### config.mk
export PLATFORM = sky130hd
export DESIGN_NAME = bdd_fifo
export DESIGN_NICKNAME = d
export VERILOG_FILES = /design/src/rtl/bdd_fifo.sv
export SDC_FILE = /design/constraint.sdc
export NUM_CORES = 1
export LEC_CHECK = 0
export BUFFER_PORTS_ARGS = -buffer_cell sky130_fd_sc_hd__buf_4
export CAP_MARGIN = 20
export CORE_MARGIN = 1
export CORE_UTILIZATION = 60
export DETAILED_ROUTE_END_ITERATION = 10
export PLACE_DENSITY = 0.83
export SLEW_MARGIN = 20
export SYNTH_ARGS = -nofsm -noshare
export SYNTH_HDL_FRONTEND = slang
export SYNTH_SLANG_ARGS = --single-unit
### constraint.sdc
create_clock -name clock -period 6.3 [get_ports clock]
set_clock_uncertainty 0.1 [all_clocks]
set_input_delay 0 -clock clock [delete_from_list [all_inputs] [get_ports clock]]
set_output_delay 0 -clock clock [all_outputs]
set_load 0.01 [all_outputs]
### src/rtl/bdd_fifo.sv
// small first-in first-out queue
module bdd_fifo #(
   parameter int WIDTH = 8,
   parameter int DEPTH = 4
) (
   input  logic             clock,
   input  logic             reset,
   input  logic             wr_en,
   input  logic [WIDTH-1:0] wr_data,
   output logic             full,
   input  logic             rd_en,
   output logic [WIDTH-1:0] rd_data,
   output logic             empty
);
   localparam int AW = (DEPTH > 1) ? $clog2(DEPTH) : 1;

   logic [WIDTH-1:0] mem_ff [DEPTH];
   logic [AW-1:0]    wr_ptr_ff, wr_ptr_in;
   logic [AW-1:0]    rd_ptr_ff, rd_ptr_in;
   logic [AW:0]      count_ff, count_in;
   logic             do_wr;
   logic             do_rd;

   assign full    = (count_ff == (AW+1)'(DEPTH));
   assign empty   = (count_ff == '0);
   assign do_wr   = wr_en && !full;
   assign do_rd   = rd_en && !empty;
   assign rd_data = mem_ff[rd_ptr_ff];

   always_comb begin
      wr_ptr_in = wr_ptr_ff;
      rd_ptr_in = rd_ptr_ff;
      count_in  = count_ff;
      if (do_wr) begin
         wr_ptr_in = (wr_ptr_ff == AW'(DEPTH - 1)) ? '0 : wr_ptr_ff + 1'b1;
      end
      if (do_rd) begin
         rd_ptr_in = (rd_ptr_ff == AW'(DEPTH - 1)) ? '0 : rd_ptr_ff + 1'b1;
      end
      if (do_wr && !do_rd) begin
         count_in = count_ff + 1'b1;
      end else if (do_rd && !do_wr) begin
         count_in = count_ff - 1'b1;
      end
   end

   always_ff @(posedge clock) begin
      if (reset) begin
         wr_ptr_ff <= '0;
         rd_ptr_ff <= '0;
         count_ff  <= '0;
      end else begin
         wr_ptr_ff <= wr_ptr_in;
         rd_ptr_ff <= rd_ptr_in;
         count_ff  <= count_in;
      end
   end

   always_ff @(posedge clock) begin
      if (do_wr) begin
         mem_ff[wr_ptr_ff] <= wr_data;
      end
   end

endmodule

==> out/metrics.cfg <==
[sta]
rsz0062_at_grt = no
setup_violations = 0
relSlewSlack = 0.632
min_period_ps = 2490
post-route-period-util = 0.395
timing.setup.tns_ps = 0
whs_ps = 292
worstMarginPinSlew_ps = 551
fmax_mhz = 402
hold_violations = 0
maxSlewViolCount = 0

[cts]
cts_tree = done
clkTransAtPathRegs_ps = 120
clock_latency_ps = 350
cts_resized = 0
cts_buffers = 5
htreeDepth = 2
cts-root-buf = clkbuf_4
cts_sinks = 41
clk_path_buf_depth = 2

[synthesis]
seq_area_frac_synth = 0.694
synth_seq_cells = 41
syn_inst = 92
synth_top_area_cell = edfxtp_1
ys_types = 26
ys_warn_count = 0
synth_fp_nets = 111
yosys-top-cells-area = edfxtp_1, dfxtp_1, mux4_2
mappedNetlistArea_sq_mm = 0.00165
avgSynthCellArea_sq_um = 17.9
synth_top_area_share = 0.584

[setup_path]
cp.arrival_ps = 2670
crit_fanout = 7
critPathLaunchType = flop
cp.required_ps = 6490
endpoint_kind = flop
path_class = flop to flop

[power_and_ir_drop]
power.total_mw = 0.680
pwr-share-seq = 0.533
clock_power_share = 0.183
power_switching_mw = 0.199
leakage_nw = 0.745
netSwitchingFraction = 0.293
p_comb_frac = 0.283
pwr_density_cell_mw_per_mm2 = 343
p_int_mw = 0.481
ir_drop_mv = 0.290

[global_routing]
overflow = 0
grt_pass1_vias = 906
track_usage = 0.210
grt_pass1_wl_um = 3920
antenna_found_initial = 0
grt_max_degree = 14

[drt]
drc_errors = 0
vias_per_cell = 5.56
drtAntennaViolNets = 0
drtIter0Drc = 19
wl_per_cell_um = 16.3
routed_wl_um = 2580
dr.pass1.iters = 4
vias = 879

[layout]
register_area_sq_mm = 0.00114
post_route_cells_drive_above_1_share = 0.359
area_growth_pct = 20.4
nFillCells = 146
final_net_count = 146
multi_input_area_sq_um = 457
num_antenna_cells = 0
instances_no_fill = 158

[place]
port_buffers = 21
gp_congestion = 0.713
placedCellCount = 139
hpwl_um = 1740

[die]
core_sq_mm = 0.00254
chipWidth_um = 54.4
start_util = 0.647
die_h_um = 54.4
io_pins = 22
placementRows = 18
die_area_sq_mm = 0.00296

[flow_run]
maxCapViolCount = 0

[min_path]
min_path_type = primary input to flop

[run_status]
status = completed

==> routing by layer <==
metal / share of wire / GRT usage / wire length (um) / vias to the layer above
met2: 0.52 / 0.356 / 1350 / 21
li1: - / - / - / 421
met3: 0.037 / 0.0833 / 95 / 6
met5: 0 / 0 / 0 / -
met1: 0.42 / 0.226 / 1090 / 431
met4: 0.014 / 0.103 / 37 / 0
==> synth_stat cells, drive strengths merged <==
cell type	n
and3	4
inv	4
nor2	4
nand2	1
dfxtp	9
buf	3
o21ai	2
o31ai	2
mux4	8
xor2	2
nand3	2
fa	1
nor3	2
clkbuf	1
ha	6
or3b	1
or3	2
mux2i	2
a21oi	3
edfxtp	32
clkinv	1
==> registers in the layout (all words and copies together) (netlist names), named ones only <==
| name | flops |
|---|---|
| count_ff | 3 |
| mem_ff | 32 |
| rd_ptr_ff | 2 |
| wr_ptr_ff | 2 |
==> power by group through the flow <==
stage	Combinational, mW	Clock [mW]	Sequential (mW)
3_3_place_gp	0.180	0	0.366
2_1_floorplan	0.137	0	0.350
6_report	0.193	0.125	0.363
4_1_cts	0.194	0.126	0.364
3_5_place_dp	0.188	0	0.370
5_1_grt	0.213	0.137	0.369
==> final timing paths <==
check | from | endpoint | slack (ps) | depth (start not counted)
worst max register to register | count_ff[0] | count_ff[2] | 3810 | 9
worst min register to register | rd_ptr_ff[0] | rd_ptr_ff[0] | 410 | 2
worst min-delay path | wr_data[0] | mem_ff[1][0] | 290 | 2
worst max-delay path | count_ff[0] | count_ff[2] | 3810 | 9
==> layout by cell type, fill, tap and decap left out, types with 3 or more instances in the layout <==
| cell type | Yosys | final |
|---|---|---|
| dlygate4sd3_1 | 0 | 11 |
| dfxtp_1 | 9 | 9 |
| edfxtp_1 | 32 | 32 |
| clkbuf_4 | 0 | 5 |
| nor2_1 | 3 | 3 |
| mux4_2 | 8 | 8 |
| ha_1 | 6 | 6 |
| inv_1 | 4 | 4 |
| and3_2 | 4 | 4 |
| buf_4 | 0 | 21 |
| a21oi_1 | 3 | 3 |
==> cells by family after synthesis <==
group / share of synthesized area
buffers and inverters: 0.0289
AND/OR/NAND/NOR: 0.0570
multiplexers: 0.122
adder cells (fa/ha/maj): 0.0578
AO/OA/AOI/OAI: 0.0304
XOR/XNOR: 0.0106
flip-flops: 0.694
==> timing repair <==
| action | CTS | global route |
|---|---|---|
| endpoints found under the hold margin | 41 | 0 |
| buffers inserted | 0 | 0 |
| endpoints found under the setup margin | 0 | 0 |
| hold buffers | 11 | 0 |
==> critical path, stage by stage (launching register included) <==
cell,delay (ps)
dfxtp_1,470
or3b_1,300
clkinv_4,90
nor2_2,130
ha_1,190
inv_1,60
fa_1,370
xor2_1,160
or3_2,410
a21oi_1,150
==> final cells by class <==
class / count / area share
timing repair buffer: 32 / 0.135
tap: 30 / 0.0190
sequential: 41 / 0.576
clock buffer: 5 / 0.0190
multi-input combinational: 42 / 0.231
clock inverter: 3 / 0.00821
inverter: 5 / 0.0120
==> metrics by stage <==
step	instance area, sq um	utilization	worst slack [ps]
final	1980	0.778	3810
after global routing	1980	0.778	3680
after CTS	1980	0.778	3810
after detailed placement	1820	0.714	3830
after global placement	1820	0.714	3940
after floorplan	1650	-	4030
Note: power is estimated with default switching activity, not from simulation.
