==> src/rtl/bdd_pkg.sv <==
// shared types, constants and functions of the box downscaler with ordered dither
package bdd_pkg;

   localparam int COL_W = 10;
   localparam int ROW_W = 12;

   localparam logic [1:0] REG_SRC_WIDTH  = 2'd0;
   localparam logic [1:0] REG_SRC_HEIGHT = 2'd1;
   localparam logic [1:0] REG_OUT_WIDTH  = 2'd2;
   localparam logic [1:0] REG_OUT_HEIGHT = 2'd3;

   localparam logic [11:0] RST_SRC_WIDTH  = 12'd350;
   localparam logic [11:0] RST_SRC_HEIGHT = 12'd600;
   localparam logic [8:0]  RST_OUT_WIDTH  = 9'd175;
   localparam logic [10:0] RST_OUT_HEIGHT = 11'd300;

   // ceil(2^28 / 1000), exact for every weighted sum below 2^18
   localparam logic [18:0] RECIP_1000 = 19'd268436;
   localparam int          RECIP_SHIFT = 28;

   typedef struct packed {
      logic [7:0]       luma;
      logic [COL_W-1:0] col;
      logic [ROW_W-1:0] row;
      logic             emit;
      logic             last;
   } item_type;

   typedef struct packed {
      logic       pixel_white;
      logic [7:0] out_x;
      logic [9:0] out_y;
      logic       frame_last;
   } result_type;

   // c*255/31 for a 5-bit channel
   function automatic logic [7:0] expand5(input logic [4:0] c);
      logic [2:0] f;
      f = 3'(c >= 5'd5) + 3'(c >= 5'd9) + 3'(c >= 5'd14) + 3'(c >= 5'd18)
        + 3'(c >= 5'd23) + 3'(c >= 5'd27) + 3'(c >= 5'd31);
      return {c, 3'b000} + 8'(f);
   endfunction

   // c*255/63 for a 6-bit channel
   function automatic logic [7:0] expand6(input logic [5:0] c);
      logic [1:0] f;
      f = 2'(c >= 6'd21) + 2'(c >= 6'd42) + 2'(c >= 6'd63);
      return {c, 2'b00} + 8'(f);
   endfunction

   function automatic logic [17:0] weighted_luma(input logic [15:0] p);
      logic [7:0] r8;
      logic [7:0] g8;
      logic [7:0] b8;
      r8 = expand5(p[15:11]);
      g8 = expand6(p[10:5]);
      b8 = expand5(p[4:0]);
      return 18'(r8 * 18'd299) + 18'(g8 * 18'd587) + 18'(b8 * 18'd114);
   endfunction

   function automatic logic [3:0] bayer4(input logic [1:0] y, input logic [1:0] x);
      logic [3:0] v;
      case (y)
         2'd0: begin
            case (x)
               2'd0: v = 4'd0;
               2'd1: v = 4'd8;
               2'd2: v = 4'd2;
               default: v = 4'd10;
            endcase
         end
         2'd1: begin
            case (x)
               2'd0: v = 4'd12;
               2'd1: v = 4'd4;
               2'd2: v = 4'd14;
               default: v = 4'd6;
            endcase
         end
         2'd2: begin
            case (x)
               2'd0: v = 4'd3;
               2'd1: v = 4'd11;
               2'd2: v = 4'd1;
               default: v = 4'd9;
            endcase
         end
         default: begin
            case (x)
               2'd0: v = 4'd15;
               2'd1: v = 4'd7;
               2'd2: v = 4'd13;
               default: v = 4'd5;
            endcase
         end
      endcase
      return v;
   endfunction

endpackage

==> src/rtl/bdd_front.sv <==
// front end: footprint tracking, luma and item classification
module bdd_front #(
   parameter int MAX_OUT_WIDTH  = 256,
   parameter int MAX_OUT_HEIGHT = 1024
) (
   input  logic             clock,
   input  logic             reset,
   input  logic             restart,
   input  logic [11:0]      src_width,
   input  logic [11:0]      src_height,
   input  logic [8:0]       out_width,
   input  logic [10:0]      out_height,
   input  logic             push,
   input  logic [15:0]      pixel_rgb565,
   output logic             full,
   output logic             q_push,
   output bdd_pkg::item_type q_item,
   input  logic             q_full
);
   import bdd_pkg::*;

   localparam int CW = (MAX_OUT_WIDTH > 1) ? $clog2(MAX_OUT_WIDTH) : 1;
   localparam int RW = (MAX_OUT_HEIGHT > 1) ? $clog2(MAX_OUT_HEIGHT) : 1;
   localparam logic [12:0] MAX_W = 13'(MAX_OUT_WIDTH);
   localparam logic [12:0] MAX_H = 13'(MAX_OUT_HEIGHT);

   typedef enum logic [2:0] {
      ST_DIVC = 3'b001,
      ST_DIVR = 3'b010,
      ST_RUN  = 3'b100
   } state_type;

   state_type   st_ff, st_in;
   logic [3:0]  cnt_ff, cnt_in;
   logic [11:0] rem_ff, rem_in;
   logic [11:0] quo_ff, quo_in;
   logic [11:0] q0c_ff, q0c_in, r0c_ff, r0c_in;
   logic [11:0] q0r_ff, q0r_in, r0r_ff, r0r_in;
   logic [11:0] scol_ff, scol_in, srow_ff, srow_in;
   logic [CW-1:0] ocol_ff, ocol_in;
   logic [RW-1:0] orow_ff, orow_in;
   logic [11:0] cb_ff, cb_in, cr_ff, cr_in;
   logic [11:0] rb_ff, rb_in, rr_ff, rr_in;
   logic        s1_valid_ff, s1_valid_in;
   logic [17:0] s1_wsum_ff;
   item_type    s1_item_ff, s1_item_in;

   logic [11:0] esw, esh, eow, eoh;
   logic [12:0] w0, w1, w2, h0, h1, h2;
   logic [11:0] dividend, divisor;
   logic [12:0] shifted;
   logic        ge;
   logic [12:0] div_diff;
   logic        accept;
   logic        col_fp_end, row_fp_end;
   logic [12:0] cr_sum, rr_sum;
   logic        c_carry, r_carry;
   logic [36:0] luma_prod;

   assign esw = (src_width == '0) ? 12'd1 : src_width;
   assign esh = (src_height == '0) ? 12'd1 : src_height;

   always_comb begin
      w0 = (out_width == '0) ? 13'd1 : 13'(out_width);
      w1 = (w0 > MAX_W) ? MAX_W : w0;
      w2 = (w1 > {1'b0, esw}) ? {1'b0, esw} : w1;
      h0 = (out_height == '0) ? 13'd1 : 13'(out_height);
      h1 = (h0 > MAX_H) ? MAX_H : h0;
      h2 = (h1 > {1'b0, esh}) ? {1'b0, esh} : h1;
   end
   assign eow = w2[11:0];
   assign eoh = h2[11:0];

   // restoring divide, one quotient bit per cycle
   assign dividend = (st_ff == ST_DIVC) ? esw : esh;
   assign divisor  = (st_ff == ST_DIVC) ? eow : eoh;
   assign shifted  = {rem_ff, dividend[4'd11 - cnt_ff]};
   assign ge       = (shifted >= {1'b0, divisor});
   assign div_diff = shifted - {1'b0, divisor};

   assign full   = (st_ff != ST_RUN) || (s1_valid_ff && q_full);
   assign accept = push && !full;

   assign col_fp_end = (13'(scol_ff) + 13'd1) >= {1'b0, cb_ff};
   assign row_fp_end = (13'(srow_ff) + 13'd1) >= {1'b0, rb_ff};

   // next footprint end: add quotient, carry the remainder
   assign cr_sum  = {1'b0, cr_ff} + {1'b0, r0c_ff};
   assign c_carry = cr_sum >= {1'b0, eow};
   assign rr_sum  = {1'b0, rr_ff} + {1'b0, r0r_ff};
   assign r_carry = rr_sum >= {1'b0, eoh};

   always_comb begin
      st_in   = st_ff;
      cnt_in  = cnt_ff;
      rem_in  = rem_ff;
      quo_in  = quo_ff;
      q0c_in  = q0c_ff;
      r0c_in  = r0c_ff;
      q0r_in  = q0r_ff;
      r0r_in  = r0r_ff;
      scol_in = scol_ff;
      srow_in = srow_ff;
      ocol_in = ocol_ff;
      orow_in = orow_ff;
      cb_in   = cb_ff;
      cr_in   = cr_ff;
      rb_in   = rb_ff;
      rr_in   = rr_ff;
      s1_item_in      = s1_item_ff;
      s1_item_in.luma = '0;
      s1_valid_in     = q_full ? s1_valid_ff : 1'b0;

      case (st_ff)
         ST_DIVC, ST_DIVR: begin
            rem_in = ge ? div_diff[11:0] : shifted[11:0];
            quo_in = {quo_ff[10:0], ge};
            cnt_in = cnt_ff + 4'd1;
            if (cnt_ff == 4'd11) begin
               cnt_in = '0;
               rem_in = '0;
               quo_in = '0;
               if (st_ff == ST_DIVC) begin
                  q0c_in = {quo_ff[10:0], ge};
                  r0c_in = ge ? div_diff[11:0] : shifted[11:0];
                  st_in  = ST_DIVR;
               end else begin
                  q0r_in  = {quo_ff[10:0], ge};
                  r0r_in  = ge ? div_diff[11:0] : shifted[11:0];
                  cb_in   = q0c_ff;
                  cr_in   = r0c_ff;
                  rb_in   = {quo_ff[10:0], ge};
                  rr_in   = ge ? div_diff[11:0] : shifted[11:0];
                  scol_in = '0;
                  srow_in = '0;
                  ocol_in = '0;
                  orow_in = '0;
                  st_in   = ST_RUN;
               end
            end
         end
         ST_RUN: begin
            if (accept) begin
               s1_valid_in     = 1'b1;
               s1_item_in.col  = COL_W'(ocol_ff);
               s1_item_in.row  = ROW_W'(orow_ff);
               s1_item_in.emit = col_fp_end && row_fp_end;
               s1_item_in.last = ((13'(ocol_ff) + 13'd1) == {1'b0, eow})
                              && ((13'(orow_ff) + 13'd1) == {1'b0, eoh});
               if ((13'(scol_ff) + 13'd1) >= {1'b0, esw}) begin
                  scol_in = '0;
                  ocol_in = '0;
                  cb_in   = q0c_ff;
                  cr_in   = r0c_ff;
                  if ((13'(srow_ff) + 13'd1) >= {1'b0, esh}) begin
                     srow_in = '0;
                     orow_in = '0;
                     rb_in   = q0r_ff;
                     rr_in   = r0r_ff;
                  end else begin
                     srow_in = srow_ff + 12'd1;
                     if (row_fp_end) begin
                        orow_in = orow_ff + 1'b1;
                        rb_in   = rb_ff + q0r_ff + 12'(r_carry);
                        rr_in   = r_carry ? 12'(rr_sum - {1'b0, eoh}) : rr_sum[11:0];
                     end
                  end
               end else begin
                  scol_in = scol_ff + 12'd1;
                  if (col_fp_end) begin
                     ocol_in = ocol_ff + 1'b1;
                     cb_in   = cb_ff + q0c_ff + 12'(c_carry);
                     cr_in   = c_carry ? 12'(cr_sum - {1'b0, eow}) : cr_sum[11:0];
                  end
               end
            end
         end
         default: begin
            st_in = ST_DIVC;
         end
      endcase

      if (restart) begin
         st_in       = ST_DIVC;
         cnt_in      = '0;
         rem_in      = '0;
         quo_in      = '0;
         s1_valid_in = 1'b0;
      end
   end

   always_ff @(posedge clock) begin
      if (reset) begin
         st_ff       <= ST_DIVC;
         cnt_ff      <= '0;
         rem_ff      <= '0;
         quo_ff      <= '0;
         s1_valid_ff <= 1'b0;
         q0c_ff      <= '0;
         r0c_ff      <= '0;
         q0r_ff      <= '0;
         r0r_ff      <= '0;
         scol_ff     <= '0;
         srow_ff     <= '0;
         ocol_ff     <= '0;
         orow_ff     <= '0;
         cb_ff       <= '0;
         cr_ff       <= '0;
         rb_ff       <= '0;
         rr_ff       <= '0;
      end else begin
         st_ff       <= st_in;
         cnt_ff      <= cnt_in;
         rem_ff      <= rem_in;
         quo_ff      <= quo_in;
         s1_valid_ff <= s1_valid_in;
         q0c_ff      <= q0c_in;
         r0c_ff      <= r0c_in;
         q0r_ff      <= q0r_in;
         r0r_ff      <= r0r_in;
         scol_ff     <= scol_in;
         srow_ff     <= srow_in;
         ocol_ff     <= ocol_in;
         orow_ff     <= orow_in;
         cb_ff       <= cb_in;
         cr_ff       <= cr_in;
         rb_ff       <= rb_in;
         rr_ff       <= rr_in;
      end
   end

   always_ff @(posedge clock) begin
      s1_item_ff <= s1_item_in;
      if (accept) begin
         s1_wsum_ff <= weighted_luma(pixel_rgb565);
      end
   end

   // luma = weighted sum / 1000 by reciprocal
   assign luma_prod = 37'(s1_wsum_ff) * 37'(RECIP_1000);

   always_comb begin
      q_item      = s1_item_ff;
      q_item.luma = 8'(luma_prod >> RECIP_SHIFT);
   end
   assign q_push = s1_valid_ff;

endmodule

==> config.mk <==
export PLATFORM = sky130hd
export DESIGN_NAME = bdd_front
export DESIGN_NICKNAME = d
export VERILOG_FILES = /design/src/rtl/bdd_pkg.sv /design/src/rtl/bdd_front.sv
export SDC_FILE = /design/constraint.sdc
export NUM_CORES = 1
export LEC_CHECK = 0
export CAP_MARGIN = 20
export CORE_MARGIN = 2
export CORE_UTILIZATION = 30
export DETAILED_ROUTE_END_ITERATION = 16
export DONT_BUFFER_PORTS = 1
export PLACE_DENSITY_LB_ADDON = 0.08
export SLEW_MARGIN = 20
export SYNTH_ARGS = -nofsm -noshare
export SYNTH_HDL_FRONTEND = slang
export SYNTH_SLANG_ARGS = --single-unit
==> constraint.sdc <==
create_clock -name clock -period 11.06 [get_ports clock]
set_clock_uncertainty 0.2 [all_clocks]
set_input_delay 1.106 -clock clock [delete_from_list [all_inputs] [get_ports clock]]
set_output_delay 1.106 -clock clock [all_outputs]
set_load 0.05 [all_outputs]
==> results.cfg, run 1 <==
[outcome]
outcome = finished clean

[placement]
gp_congestion = 0.828
hpwlAfterDp_um = 53800
numPortBuffers = 0

[pwr]
peakVddDrop_mv = 0.464
cellLeakagePower_nw = 11.4
seq_power_share_pct = 17.9
p_int_w = 0.00332
power_frac_comb_pct = 65.1
p_per_area_nw_per_um2 = 226
power.switching_w = 0.00240
clock_power_share_pct = 17.0
p_total_w = 0.00572
p_sw_share_pct = 42.0

[synth]
synth_cell_types = 80
ys_ff_latch = 207
synth_edf_count = 38
synth_xor_area_share_pct = 5.62
synthFlopType = dfxtp_1
synth_top_area_share_pct = 22.9
synth_cells = 2652
ys_warn_count = 0
synth_compound_area_share_pct = 15.8
synth_area_leaders = ha_1 (23%), dfxtp_1 (15%), fa_1 (12%), inv_1 (5.5%), edfxtp_1 (4.9%)
syn_area_um2 = 23200
ys_seq_area_share_pct = 19.5
synthArstFlopShare_pct = 0
synth_area_leader_cell = ha_1
synth_top_family_by_area = adder cells
synth_simple_gate_area_share_pct = 13.5
synth_mux_area_share_pct = 3.59
avgSynthCellArea_um2 = 8.75
yosys.area_share.adder_pct = 34.5

[floorplanning]
core_um2 = 76200
dieHeight_um = 282
dieArea_um2 = 79600
die_x_um = 282
start_util_pct = 30.5
core.rowCount = 101
ios = 99

[global_route]
grt_use_total_pct = 16.9
grt_start_max_net_pins = 131
grt_pass1_vias = 18300
grt_pass1_wl_um = 105000
grt_antenna_before_repair = 4
grt-ovfl-total = 0

[clock_network]
cts_resized = 0
clkTransAtPathRegs_ns = 0.06
cts_root_buf = clkbuf_16
clk_latency_ns = 0.57
cts_tree = built
cts_setup_buffers = 0
cts-htree-levels = 1
clockBufferDepth = 3
clock_sinks = 207
numCtsBuffers = 28
ctsHoldBuffers = 0

[drt]
drt-vias-per-instance = 4.96
wirelength_um = 67100
drcViolationCount = 0
drt_iter0_markers = 889
firstDrtPassIters = 5
wl_per_cell_um = 18.3
ant_nets = 0
via_count = 18200

[critical_path]
cp.arrival_ns = 9.36
cp_slowest_cell = fa_1
start_kind = input pin
slowest_delay_ns = 0.54
critical_path_class = in2reg
critPathCaptureType = flop
cp_max_fo = 8
cp_common_cell = inv_1
crit_required_ns = 11.16

[min_path]
min_path_type = reg2reg

[timing]
min_period_over_period_pct = 83.7
rsz0062_at_grt = no
min_period_ns = 9.26
slew_violations = 0
fmax_mhz = 108
timing.hold.ws_ns = 0.262
tns_ns = 0
slew_headroom_pct = 23.3
setup-violations-final = 0
hold_viol = 0
worst-slew-pin-transition_ns = 1.12

[cells_and_area]
final_common_cell = ha_1
mostFrequentLayoutCells = ha_1 (425), inv_1 (339), nor2_1 (216), a21oi_1 (185), nand2_1 (172)
n_fill_cell = 7857
area_growth_pct = 8.91
drive_above_1_share_pct = 4.74
nets = 3239

[run]
max-cap-violations = 0
[logic make-up after synthesis]
family	after synthesis
adders and majority gates	559
other	2
xor gates and xnor gates	149
muxes	75
DFF	207
buffers and inverters	435
AOI/OAI and AO/OA	554
and+or+nand+nor	671
[synthesized netlist by cell type, types with 47 or more instances]
cell type	number
a211oi_1	49
a21oi_1	186
clkbuf_1	57
dfxtp_1	169
fa_1	134
ha_1	425
inv_1	339
mux2i_1	54
nand2_1	172
nand3_1	54
nor2_1	218
nor3_1	47
o21ai_0	74
xnor2_1	100
xor2_1	49
[power by group through the flow]
stage               clock [W]  combinational [W]  sequential [W]
global placement            0            0.00380         0.00104
detailed placement          0            0.00375         0.00104
finish               0.000970            0.00372         0.00103
floorplan                   0            0.00305         0.00104
global route          0.00103            0.00438         0.00103
CTS                   0.00100            0.00379         0.00103
[per-layer routing]
layer | wire (um) | vias to the layer above | global-route usage (%)
met5 | 0 | - | 0
met4 | 1200 | 0 | 3.04
met3 | 2400 | 69 | 1.88
met2 | 29400 | 271 | 27.0
met1 | 34000 | 8729 | 24.6
li1 | - | 9121 | -
[flip-flops by register name, summed over array words and instances, names as in the netlist, 12 cells and up]
signal      count
r0c_ff         12
q_item         20
srow_ff        12
cb_ff          12
rr_ff          12
scol_ff        12
q0c_ff         12
rem_ff         12
r0r_ff         12
q0r_ff         12
rb_ff          12
s1_wsum_ff     18
cr_ff          12
[final timing paths]
path,slack [ns],to,cells after the start,startpoint
worst max register to register,4.58,cb_ff[11],23,r0c_ff[0]
worst max-delay path,1.80,s1_wsum_ff[16],38,pixel_rgb565[2]
worst min register to register,0.26,cr_ff[11],2,cr_ff[11]
worst min-delay path,0.26,cr_ff[11],2,cr_ff[11]
[metrics by stage]
step / util (%) / worst slack (ns) / instances / cell area, um2
6_report: 33.2 / 1.80 / 3668 / 25300
5_1_grt: 33.2 / 1.25 / 3667 / 25300
4_1_cts: 33.1 / 1.75 / 3665 / 25200
3_5_place_dp: 31.8 / 1.18 / 3613 / 24300
3_3_place_gp: 31.8 / 1.21 / 3613 / 24200
2_1_floorplan: - / 1.71 / 2659 / 23200
[worst max-delay path: cells and delay by family]
family / cells / cell delay [ns]
XOR/XNOR: 3 / 0.40
AND/OR/NAND/NOR: 4 / 0.54
buffers and inverters: 9 / 0.60
adder cells (fa/ha/maj): 14 / 5.33
AO/OA/AOI/OAI: 8 / 1.35
[cell type report]
| class | instances | area [um2] | area share, % |
|---|---|---|---|
| Sequential cell | 207 | 4520 | 17.9 |
| Multi-Input combinational cell | 2017 | 17000 | 67.4 |
| Clock inverter | 11 | 161 | 0.639 |
| Inverter | 340 | 1280 | 5.05 |
| Clock buffer | 41 | 811 | 3.21 |
| Antenna cell | 1 | 2.50 | 0.00990 |
| Timing Repair Buffer | 21 | 169 | 0.668 |
| Tap cell | 1030 | 1290 | 5.10 |
(Power assumes the default switching activity.)
==> inputs of run 2 (changes only) <==
Settings changed: ABC_AREA from default to 1.
Clock period 11.06 ns to 7.5 ns, I/O delays scaled along.
==> run 2 against run 1 <==
  * The flow now finishes with violations (setup timing)
  * Critical endpoint unchanged
  * Clock-buffer cell count rose by 3
  * Global-route usage rose by 0.98 points
  * Combinational power rose to 2.7 times the previous value
  * Worst setup slack got worse by 2.4 ns
  * Design area rose by 11%
  * Area after synthesis rose by 8.0%
  * Non-clock buffer count rose by 89
  * Synthesized cell count rose by 32%
  * Clock power rose by 46%
  * Worst hold slack got worse by 0.22 ns
  * Power rose by 130%
  * Largest cell class unchanged
==> results.cfg, run 2 <==
[outcome]
outcome = finished, violations left
violations = setup timing

[critical_path]
reg2reg_slack_ns = 2.23
slowest_delay_ns = 0.55
cp_slowest_cell = fa_1
r2r_start = r0r_ff[0]
r2r_end = rb_ff[8]
critical_path_class = in2reg
start_kind = input pin
cp.arrival_ns = 8.23
reg2reg_depth = 27
critPathCaptureType = flop
worstSetupEndpoint = s1_wsum_ff[16]
crit_start = pixel_rgb565[1]
cp_max_fo = 9
crit_required_ns = 7.63

[placement]
numPortBuffers = 0
gp_congestion = 0.831
dp_slack_ns = -1.34
hpwlAfterDp_um = 62100

[timing]
slew_violations = 0
rsz0062_at_grt = yes
setup-violations-final = 9
worst-slew-pin-transition_ns = 1.10
setup_slack_ns = -0.599
min_period_over_period_pct = 108
slew_headroom_pct = 26.7
min_period_ns = 8.10
hold_viol = 0
fmax_mhz = 123

[clock_network]
clkTransAtPathRegs_ns = 0.06
cts_root_buf = clkbuf_16
cts_tree = built
numCtsBuffers = 29
clock_sinks = 207
cts-htree-levels = 1
clk_latency_ns = 0.59
clockBufferDepth = 3

[global_route]
grt_use_total_pct = 17.9
grt_pass1_vias = 21400
grt_pass1_wl_um = 122000
met1_usage_pct = 26.0
busiest_layer = met2
grt-ovfl-total = 0
use_met2_pct = 28.6
grt_start_max_net_pins = 60
grt_antenna_before_repair = 1
use_met3_pct = 1.67

[synth]
synth_cells = 3493
synth_common_cells = nand2_1 (710), inv_1 (641), ha_1 (425)
synth_area_leader_cell = ha_1
ys_ff_latch = 207
synth_edf_count = 38
ys_seq_area_share_pct = 18.1
avgSynthCellArea_um2 = 7.17
synth_area_leaders = ha_1 (21%), dfxtp_1 (14%), fa_1 (11%), nand2_1 (11%), inv_1 (9.6%)
synth.most_common_cell = nand2_1
syn_area_um2 = 25100
synth_cell_types = 52
synthFlopType = dfxtp_1
synth_top_area_share_pct = 21.2
ys_warn_count = 0
synthArstFlopShare_pct = 0

[drt]
drt_iter0_markers = 1062
ant_nets = 0
drt-vias-per-instance = 4.64
via_count = 21500
firstDrtPassIters = 5
wl_per_cell_um = 16.5
wirelength_um = 76600
drcViolationCount = 0

[min_path]
min_path_type = in2reg

[cells_and_area]
mostFrequentLayoutCells = nand2_1 (704), inv_1 (628), ha_1 (408), nor2_1 (282), a21oi_1 (240)
multi_input_area_um2 = 18000
largest_register_ffs = 20
diodes = 0
final_common_cell = nand2_1
drive_above_1_share_pct = 7.37
n_fill_cell = 8960
nets = 4170
area_growth_pct = 12.3
seqCellArea_um2 = 4520

[floorplanning]
core.rowCount = 105
ios = 99
dieHeight_um = 293
dieArea_um2 = 85800
core_um2 = 82400
start_util_pct = 30.4
die_x_um = 293

[pwr]
p_per_area_nw_per_um2 = 467
p_total_w = 0.0132
peakVddDrop_mv = 1.02
cellLeakagePower_nw = 14.5

[run]
max-cap-violations = 0
==> run 2: changes by cell type in the layout (fill, tap and decap cells not counted), moves of 51 or more <==
cell,delta
nor2_1,+66
mux2i_1,-54
buf_4,+85
inv_1,+289
nand2_1,+532
xor2_1,+51
nand3_1,+155
xnor2_1,-81
a21oi_1,+55
o21ai_0,+93
==> run 2: cells by family after synthesis <==
kind of cell / Yosys count / share of synthesized area, %
buffers and inverters: 745 / 11.7
DFF: 207 / 18.1
other: 2 / 0.0300
adders and majority gates: 559 / 31.9
xor gates and xnor gates: 123 / 4.30
and+or+nand+nor: 1326 / 22.3
AOI/OAI and AO/OA: 531 / 11.7
==> run 2: how the worst min path moves through the flow <==
stage | cells after the start | startpoint | end
after floorplan | 0 | orow_ff[8] | q_item[10]
after global placement | 2 | q0c_ff[8] | q0c_ff[8]
after detailed placement | 0 | ocol_ff[7] | q_item[21]
after CTS | 1 | reset | rb_ff[11]
after global routing | 1 | reset | rr_ff[11]
final | 1 | reset | rr_ff[11]
==> run 2: timing repair <==
item,4_1_cts,5_1_grt
setup buffers,2,6
resized for setup,4,52
hold endpoints to repair,0,1
endpoints found under the setup margin,10,11
pin swaps,2,24
hold buffers,0,1
==> run 2: area by class of cell <==
cell class	instances	area share [%]
multi-input cells	2548	64.0
clock inverters	9	0.413
clock buffers	44	3.06
inverters	650	8.70
well taps	1070	4.76
repair buffers	110	3.01
flip-flops and latches	207	16.1
==> run 2: layer usage <==
layer	routed length, um	part of all wire, %
met4	1600	2.1
met5	13	0.017
met3	1980	2.6
met1	39700	52
met2	33300	43
==> run 2: worst max-delay path, delay by kind of cell <==
family | cells | cell delay [ns]
compound gates | 4 | 0.45
xor+xnor | 3 | 0.51
fa+ha+maj | 15 | 5.52
buf+inv | 9 | 0.54
simple gates | 6 | 0.46
==> run 2: power by group <==
part	internal (W)	switching [W]
Combinational	0.00542	0.00479
Sequential	0.00152	0.0000103
Clock	0.000859	0.000565
Total	0.00779	0.00536
==> run 2: per-stage QoR <==
stage / setup TNS [ns] / instance area [um2] / instances / utilization (%) / hold slack, ns
global route: -6.48 / 28100 / 4638 / 34.2 / 0.0214
detailed placement: -11.30 / 26800 / 4576 / 32.6 / 0.254
global placement: -10.93 / 26800 / 4576 / 32.6 / 0.258
CTS: -3.87 / 27800 / 4631 / 33.8 / 0.00734
finish: -3.98 / 28100 / 4638 / 34.2 / 0.0418
floorplan: -7.89 / 25200 / 3500 / - / 0.230
